===== src/rtl/parent_linked_forest_table_core_defines.svh =====
// assertion macros of the forest table datapath
`ifndef PARENT_LINKED_FOREST_TABLE_CORE_DEFINES_SVH
`define PARENT_LINKED_FOREST_TABLE_CORE_DEFINES_SVH

// same-cycle implication, disabled during reset
`define PLFT_ASSERT_IMP(lbl, clk_s, rst_s, ante, cons) \
    lbl: assert property (@(posedge clk_s) disable iff (!rst_s) (ante) |-> (cons)) \
        else $error("forest table check failed");

// next-cycle implication, disabled during reset
`define PLFT_ASSERT_NXT(lbl, clk_s, rst_s, ante, cons) \
    lbl: assert property (@(posedge clk_s) disable iff (!rst_s) (ante) |=> (cons)) \
        else $error("forest table check failed");

`endif


===== src/rtl/plft_pkg.sv =====
// shared constants, command codes and control structs of the forest table
package plft_pkg;

    localparam int CAPACITY_DEF       = 128;
    localparam int MAX_DEPTH_DEF      = 16;
    localparam int ANCESTOR_STEPS_DEF = 10;

    // parent id of a root
    localparam logic signed [16:0] ROOT_ID = -17'sd1;

    // operation codes
    localparam logic [1:0] OP_APPEND = 2'd0;
    localparam logic [1:0] OP_DELETE = 2'd1;
    localparam logic [1:0] OP_DEPTH  = 2'd2;
    localparam logic [1:0] OP_SUBTREE = 2'd3;

    // datapath command codes
    localparam logic [4:0] C_NONE     = 5'd0;
    localparam logic [4:0] C_LOAD     = 5'd1;
    localparam logic [4:0] C_APP_RD   = 5'd2;
    localparam logic [4:0] C_APP_WR   = 5'd3;
    localparam logic [4:0] C_DEL_INIT = 5'd4;
    localparam logic [4:0] C_P_RD     = 5'd5;
    localparam logic [4:0] C_P_TAKE   = 5'd6;
    localparam logic [4:0] C_P_NEXT   = 5'd7;
    localparam logic [4:0] C_PASS     = 5'd8;
    localparam logic [4:0] C_I_RD     = 5'd9;
    localparam logic [4:0] C_I_CHK    = 5'd10;
    localparam logic [4:0] C_C_INIT   = 5'd11;
    localparam logic [4:0] C_C_RD     = 5'd12;
    localparam logic [4:0] C_C_WR     = 5'd13;
    localparam logic [4:0] C_C_END    = 5'd14;
    localparam logic [4:0] C_F_START  = 5'd15;
    localparam logic [4:0] C_F_RD     = 5'd16;
    localparam logic [4:0] C_F_HIT    = 5'd17;
    localparam logic [4:0] C_I_NEXT   = 5'd18;
    localparam logic [4:0] C_FIN      = 5'd19;

    typedef struct packed {
        logic [4:0] code;
        logic       set_ok;
    } cmd_t;

    typedef struct packed {
        logic [1:0] op;
        logic       idx_ok;
        logic       full;
        logic       ptr_end;
        logic       p_end;
        logic       p_live;
        logic       hit;
        logic       hit_root;
        logic       key_neg1;
        logic       depth_max;
        logic       step_max;
        logic       req_root;
        logic       out_busy;
        logic       changed;
    } status_t;

endpackage


===== src/rtl/plft_ctrl.sv =====
// controller state machine sequencing the forest table operations
module plft_ctrl
    import plft_pkg::*;
(
    input  logic    clk,
    input  logic    rst_n,
    input  logic    in_valid,
    input  status_t status,
    output cmd_t    cmd,
    output logic    in_stall
);

    localparam logic [4:0] S_IDLE   = 5'd0;
    localparam logic [4:0] S_DISP   = 5'd1;
    localparam logic [4:0] S_APP_WR = 5'd2;
    localparam logic [4:0] S_P_RD   = 5'd3;
    localparam logic [4:0] S_P_CHK  = 5'd4;
    localparam logic [4:0] S_I_RD   = 5'd5;
    localparam logic [4:0] S_I_CHK  = 5'd6;
    localparam logic [4:0] S_C_INIT = 5'd7;
    localparam logic [4:0] S_C_RD   = 5'd8;
    localparam logic [4:0] S_C_WR   = 5'd9;
    localparam logic [4:0] S_Q_TEST = 5'd10;
    localparam logic [4:0] S_T_TEST = 5'd11;
    localparam logic [4:0] S_F_RD   = 5'd12;
    localparam logic [4:0] S_F_CHK  = 5'd13;
    localparam logic [4:0] S_FIN    = 5'd14;

    logic [4:0] state_reg;
    logic [4:0] state_next;

    // state register
    always_ff @(posedge clk or negedge rst_n)
    begin
        if (!rst_n)
        begin
            state_reg <= S_IDLE;
        end
        else
        begin
            state_reg <= state_next;
        end
    end

    assign in_stall = (state_reg != S_IDLE);

    // next state and command decode
    always_comb
    begin
        state_next = state_reg;
        cmd.code   = C_NONE;
        cmd.set_ok = 1'b0;
        unique case (state_reg)
            S_IDLE:
            begin
                if (in_valid)
                begin
                    cmd.code   = C_LOAD;
                    state_next = S_DISP;
                end
            end
            S_DISP:
            begin
                unique case (status.op)
                    OP_APPEND:
                    begin
                        if (status.full)
                        begin
                            state_next = S_FIN;
                        end
                        else
                        begin
                            cmd.code   = C_APP_RD;
                            state_next = S_APP_WR;
                        end
                    end
                    OP_DELETE:
                    begin
                        if (status.idx_ok)
                        begin
                            cmd.code   = C_DEL_INIT;
                            state_next = S_P_RD;
                        end
                        else
                        begin
                            state_next = S_FIN;
                        end
                    end
                    OP_DEPTH:
                    begin
                        state_next = S_Q_TEST;
                    end
                    default:
                    begin
                        if (status.req_root)
                        begin
                            cmd.set_ok = 1'b1;
                            state_next = S_FIN;
                        end
                        else
                        begin
                            state_next = S_T_TEST;
                        end
                    end
                endcase
            end
            S_APP_WR:
            begin
                cmd.code   = C_APP_WR;
                state_next = S_FIN;
            end
            // closure: take each gone node once and mark its children
            S_P_RD:
            begin
                if (status.p_end)
                begin
                    if (status.changed)
                    begin
                        cmd.code = C_PASS;
                    end
                    else
                    begin
                        state_next = S_C_INIT;
                    end
                end
                else
                begin
                    cmd.code   = C_P_RD;
                    state_next = S_P_CHK;
                end
            end
            S_P_CHK:
            begin
                if (status.p_live)
                begin
                    cmd.code   = C_P_TAKE;
                    state_next = S_I_RD;
                end
                else
                begin
                    cmd.code   = C_P_NEXT;
                    state_next = S_P_RD;
                end
            end
            S_I_RD:
            begin
                if (status.ptr_end)
                begin
                    cmd.code   = C_P_NEXT;
                    state_next = S_P_RD;
                end
                else
                begin
                    cmd.code   = C_I_RD;
                    state_next = S_I_CHK;
                end
            end
            S_I_CHK:
            begin
                cmd.code   = C_I_CHK;
                state_next = S_I_RD;
            end
            // order-keeping compaction
            S_C_INIT:
            begin
                cmd.code   = C_C_INIT;
                state_next = S_C_RD;
            end
            S_C_RD:
            begin
                if (status.ptr_end)
                begin
                    cmd.code   = C_C_END;
                    cmd.set_ok = 1'b1;
                    state_next = S_FIN;
                end
                else
                begin
                    cmd.code   = C_C_RD;
                    state_next = S_C_WR;
                end
            end
            S_C_WR:
            begin
                cmd.code   = C_C_WR;
                state_next = S_C_RD;
            end
            // ancestor climbs
            S_Q_TEST:
            begin
                if (status.key_neg1 || status.depth_max)
                begin
                    state_next = S_FIN;
                end
                else
                begin
                    cmd.code   = C_F_START;
                    state_next = S_F_RD;
                end
            end
            S_T_TEST:
            begin
                if (status.key_neg1 || status.step_max)
                begin
                    state_next = S_FIN;
                end
                else
                begin
                    cmd.code   = C_F_START;
                    state_next = S_F_RD;
                end
            end
            S_F_RD:
            begin
                if (status.ptr_end)
                begin
                    state_next = S_FIN;
                end
                else
                begin
                    cmd.code   = C_F_RD;
                    state_next = S_F_CHK;
                end
            end
            S_F_CHK:
            begin
                if (status.hit)
                begin
                    cmd.code = C_F_HIT;
                    if (status.op == OP_DEPTH)
                    begin
                        state_next = S_Q_TEST;
                    end
                    else if (status.hit_root)
                    begin
                        cmd.set_ok = 1'b1;
                        state_next = S_FIN;
                    end
                    else
                    begin
                        state_next = S_T_TEST;
                    end
                end
                else
                begin
                    cmd.code   = C_I_NEXT;
                    state_next = S_F_RD;
                end
            end
            S_FIN:
            begin
                if (!status.out_busy)
                begin
                    cmd.code   = C_FIN;
                    state_next = S_IDLE;
                end
            end
            default:
            begin
                state_next = S_IDLE;
            end
        endcase
    end

endmodule


===== config.mk =====
export PLATFORM = sky130hd
export DESIGN_NAME = plft_ctrl
export DESIGN_NICKNAME = d
export VERILOG_FILES = /design/src/rtl/parent_linked_forest_table_core_defines.svh /design/src/rtl/plft_pkg.sv /design/src/rtl/plft_ctrl.sv
export SDC_FILE = /design/constraint.sdc
export NUM_CORES = 1
export LEC_CHECK = 0
export BUFFER_PORTS_ARGS = -buffer_cell sky130_fd_sc_hd__buf_2
export CELL_PAD_IN_SITES_DETAIL_PLACEMENT = 1
export CELL_PAD_IN_SITES_GLOBAL_PLACEMENT = 1
export CORE_MARGIN = 5
export CORE_UTILIZATION = 37
export DETAILED_ROUTE_END_ITERATION = 16
export HOLD_SLACK_MARGIN = 0.08
export PLACE_DENSITY = 0.89
export SKIP_CTS_REPAIR_TIMING = 1
export SLEW_MARGIN = 15
export SYNTH_ARGS = -nofsm -noshare
export SYNTH_HDL_FRONTEND = slang
export SYNTH_SLANG_ARGS = --single-unit

===== constraint.sdc =====
create_clock -name clk -period 4.3 [get_ports clk]
set_input_delay 0.86 -clock clk [delete_from_list [all_inputs] [get_ports clk]]
set_output_delay 0.86 -clock clk [all_outputs]
set_load 0.02 [all_outputs]

==> results.cfg, run 1 <==
[synthesis]
synth.area.top_cells = dfrtp_1, nand2_1, buf_6
synthAdderAreaFrac_pct = 0
synth-edff-count = 0
synth_warnings = 0
synth_cell_types = 46
ys_seq_area_share_pct = 12.97
syn_nets = 131
synth_compound_area_share_pct = 37.44
netlist_instances = 113
synth_top_family_by_area = compound AO/OA/AOI/OAI gates
avgSynthCellArea_sq_um = 6.832
synth.largest_area_cell = dfrtp_1
async_reset_ff_share_pct = 100.0
yosys.area_share.xor_xnor_pct = 0
synth_seq_cells = 4
yosysTopAreaCellShare_pct = 12.97
synth_top_flop_cell = dfrtp_1
syn_area_sq_um = 772.0
synth-simple-area-share_pct = 36.47
muxShareOfSynthArea_pct = 1.297

[placed_design]
dp_hpwl_um = 2027
port_buffers = 24
dpl_cell_area_sq_um = 853.3
dp_cells = 154
routabilityCongestion = 0.9343

[global_routing]
grt_pass1_vias = 977
grt_overflow = 0
globalRouteTotalUtil_pct = 17.49
grt_first_pass_wirelength_um = 4381
grt_max_degree = 28
antenna_found_initial = 0

[clock_tree]
h-tree-depth = 1
cts_tree = done
cts_sinks = 4
cts-root-buf = clkbuf_4
cts_made_buffers = 3
clk_latency_ns = 0.25
clk_path_buf_depth = 2
clk_pin_slew_ns = 0.04

[timing]
tns_ns = 0
rsz0062_at_grt = false
setup_viol = 0
hold_slack_ns = 0.4012
skew_ns = 0.01059
finalHoldViolCount = 0
period_needed_ns = 3.167
relSlewSlack_pct = 44.02
tightest_slew_ns = 0.8398
maxSlewViolCount = 0
clock.fmax_mhz = 315.7
period_share_pct = 73.66

[final_layout]
syn2layout_area_growth_pct = 13.45
postLayoutCellArea_sq_um = 875.8
largest_reg_flops = 4
nets = 150
diodes = 0
drive_above_1_share_pct = 25.38
final_cells = 157

[power_and_ir_drop]
vdd_drop_max_mv = 0.2736
total_power_mw = 0.6031
power.density_mw_per_mm2 = 688.5
p_leak_nw = 0.3689

[drt]
ant_nets = 0
drt_wl_total_um = 2639
route.detailed.wl_per_inst_um = 16.81
viasPerCell = 6.096
route.detailed.drc = 0
first_pass_iters = 4
via_count = 957
drt_iter0_markers = 28

[worst_setup_path]
r2r_setup_slack_ns = 2.17
crit_type = flop to output pin
r2r-start = state_reg[1]
rr_endpoint = state_reg[0]
cp-end-kind = output pin
worst-path-max-fanout = 25
startpoint = state_reg[0]
reg2reg_depth = 4
cp.required_ns = 3.44
worstSetupStartpointType = flop
cp.arrival_ns = 2.31

[floorplanning]
fp.coreArea_sq_mm = 0.001982
die_area_sq_mm = 0.003100
die_w_um = 55.68
die_height_um = 55.68
initial_utilization_pct = 38.95
ios = 25
rows = 16

[min_path]
hold_path_class = input port to asynchronous set/reset pin

[flow_run]
maxCapViolations = 0

[status]
status = completed
[cells in the mapped netlist, types with 2 or more instances]
library cell	number
a211oi_1	2
o21ai_0	5
nor4_1	2
inv_1	4
o211ai_1	3
buf_2	4
o21ai_1	2
nand3b_1	2
nand2b_1	3
o221ai_1	2
nand2_1	15
nor2_1	10
dfrtp_1	4
a31oi_1	4
o311a_1	2
buf_6	4
a22o_1	2
nand3_1	3
nor2b_1	5
a21oi_1	8
a221o_1	2
[power breakdown]
| group | switching [mW] | internal (mW) |
|---|---|---|
| clock network | 0.0187 | 0.0314 |
| registers | 0.104 | 0.0539 |
| logic | 0.223 | 0.172 |
[how the worst max path moves through the flow]
stage,end,slack (ns)
2_1_floorplan,cmd[0],1.59
3_3_place_gp,cmd[2],1.43
3_5_place_dp,cmd[2],1.37
4_1_cts,cmd[2],1.13
5_1_grt,cmd[2],0.94
6_report,cmd[2],1.13
[cells in the final DEF, fill, tap and decap left out, drive strengths merged, types with 2 or more instances in the layout]
cell,count
a211oi,2
a21oi,8
a221o,2
a22o,2
a31oi,4
and3,2
buf,24
clkbuf,3
dfrtp,4
inv,4
nand2,15
nand2b,3
nand3,4
nand3b,2
nor2,10
nor2b,5
nor3,2
nor4,2
o211ai,3
o21ai,7
o221ai,2
o311a,2
[metal layers]
metal | global-route usage (%) | vias to the layer above | share of wire (%)
met2 | 28.55 | 32 | 48
met5 | 0 | - | 0
met1 | 21.35 | 456 | 44
met4 | 10.76 | 0 | 3.4
met3 | 2.552 | 9 | 4.9
li1 | - | 460 | -
[critical path: stages (launching register included)]
cell	delay, ns
dfrtp_1	0.82
inv_1	0.23
a2111oi_0	0.45
o21ai_1	0.14
o311a_1	0.16
o21ai_1	0.07
buf_2	0.19
[cell families (layout without fill, tap and decap cells)]
kind of cell | count (synthesis) | in the layout
DFF | 4 | 4
buffers and inverters | 15 | 32
AOI/OAI and AO/OA | 41 | 41
muxes | 1 | 1
and+or+nand+nor | 52 | 52
[metrics by stage]
step                      setup WS, ns  util (%)
final                            1.133     44.19
after detailed placement         1.374     43.06
after CTS                        1.133     44.19
after floorplan                  1.586         -
after global placement           1.434     43.06
after global routing            0.9400     44.19
[cell type report]
type                       count  area [sq um]
sequential                     4         100.1
inverter                       5         18.77
tap                           27         33.78
fill                         281          1106
clock buffer                   3         22.52
timing repair buffer          24         120.1
multi-input combinational     94         580.6
Note: power is estimated with default switching activity, not from simulation.
==> run 2, diff against run 1 <==
- CORE_UTILIZATION: 37 -> 34
- PLACE_DENSITY: 0.89 -> 0.83
- clock period: 4.3 -> 2.95 ns (I/O delays scaled with it)
==> run 2 against run 1 <==
  * Critical path depth shrank 1
  * Via count shrank 1.4%
  * Non-clock buffer count grew 4
  * Highest routed layer unchanged
  * Routed wire length fell by 0.87%
  * Clock power rose by 43%
  * Register-to-register slack worse by 1.1 ns
  * Clock skew fell by 0.0086 ns
  * Cell count grew 3.2%
  * Utilization shrank 2.8 points
  * Sequential power grew 8%
  * Power grew 51%
  * Largest power group unchanged
==> results.cfg, run 2 (synthesis gave the netlist of run 1 again) <==
[worst_setup_path]
crit_path_cell_trace = nor2b_1 > a221oi_1 > or3_1 > o211ai_1 > buf_2
cpPeakStageDelay_ns = 0.65
cp.required_ns = 2.36
crit_slowest_cell = dfrtp_1
worst-path-max-fanout = 16
worstSetupStartpointType = flop
crit_type = flop to output pin
cp-end-kind = output pin
cp.arrival_ns = 2.02

[final_layout]
postLayoutCellArea_sq_um = 907.1
filler_cell_count = 308
drive_above_1_share_pct = 27.61
nets = 154
diodes = 0
multiInputGateArea_sq_um = 580.6
layout_commonest_cell = buf_2
regArea_sq_um = 100.1
largest_reg_flops = 4
mostFrequentLayoutCells = buf_2, nand2_1, nor2_1, a21oi_1
syn2layout_area_growth_pct = 17.50

[timing]
relSlewSlack_pct = 66.11
rsz0062_at_grt = false
clock.fmax_mhz = 383.8
tightest_slew_ns = 0.5084
setup_viol = 0
period_share_pct = 88.31
period_needed_ns = 2.605
finalHoldViolCount = 0
maxSlewViolCount = 0
skew_ns = 0.002028
tns_ns = 0

[global_routing]
grt_first_pass_wirelength_um = 4381
grt_max_degree = 17
globalRouteTotalUtil_pct = 16.41
antenna_found_initial = 0
grt_pass1_vias = 942
grt_overflow = 0

[clock_tree]
cts_sinks = 4
clk_pin_slew_ns = 0.04
cts_tree = done
clk_latency_ns = 0.24
cts_made_buffers = 3
h-tree-depth = 1
cts-root-buf = clkbuf_4
clk_path_buf_depth = 2

[floorplanning]
ios = 25
rows = 17
die_w_um = 57.65
die_height_um = 57.65
initial_utilization_pct = 35.24
fp.coreArea_sq_mm = 0.002191
die_area_sq_mm = 0.003324

[drt]
first_pass_iters = 4
ant_nets = 0
viasPerCell = 5.827
drt_iter0_markers = 21
route.detailed.drc = 0
via_count = 944
route.detailed.wl_per_inst_um = 16.15
drt_wl_total_um = 2616

[power_and_ir_drop]
p_leak_nw = 0.3881
power.density_mw_per_mm2 = 1005
total_power_mw = 0.9121
vdd_drop_max_mv = 0.4431

[status]
status = completed

[placed_design]
port_buffers = 24
dp_hpwl_um = 2111
routabilityCongestion = 0.9026
dpl_cell_area_sq_um = 884.6

[min_path]
hold_path_class = input port to asynchronous set/reset pin

[flow_run]
maxCapViolations = 0
## run 2: layer usage
layer | global-route usage, % | part of all wire, %
met1 | 21.12 | 45
met2 | 28.55 | 49
met3 | 1.114 | 3.7
met4 | 5.960 | 1.6
met5 | 0 | 0
## run 2: final cells by class
| type | count | area share, % |
|---|---|---|
| multi-input cells | 94 | 64.00 |
| repair buffers | 28 | 16.55 |
| flip-flops and latches | 4 | 11.03 |
| well taps | 28 | 3.862 |
| clock buffers | 3 | 2.483 |
| inverters | 5 | 2.069 |
## run 2: stage by stage
step	hold WS [ns]	instances	worst slack (ns)	util, %
after global routing	0.1483	162	0.09607	41.40
after floorplan	0.2944	113	0.6796	-
after global placement	0.3941	159	0.6332	40.38
after detailed placement	0.3989	159	0.5915	40.38
after CTS	0.1407	162	0.3408	41.40
final	0.1447	162	0.3448	41.40
## run 2: power by group
group / total (mW) / switching, mW / internal (mW)
sequential: 0.171 / 0.0904 / 0.0802
clock: 0.0719 / 0.0262 / 0.0458
combinational: 0.669 / 0.391 / 0.279
total: 0.912 / 0.507 / 0.405
## run 2: critical path: cells and delay by family, from the launching register on
kind,cells,cell delay [ns]
flip-flops,1,0.65
AO/OA/AOI/OAI,2,0.22
buffers and inverters,1,0.20
AND/OR/NAND/NOR,2,0.70
## run 2: path summary, 6_finish.rpt
kind	from	to	slack, ns	cells after the start
worst max register to register	state_reg[0]	state_reg[2]	1.03	6
max in group asynchronous	rst_n	state_reg[0]	2.69	1
min in group clk	status[1]	state_reg[2]	0.69	3
worst max-delay path	state_reg[1]	cmd[3]	0.34	5
worst min register to register	state_reg[2]	state_reg[3]	0.79	2
worst min-delay path	rst_n	state_reg[2]	0.14	1
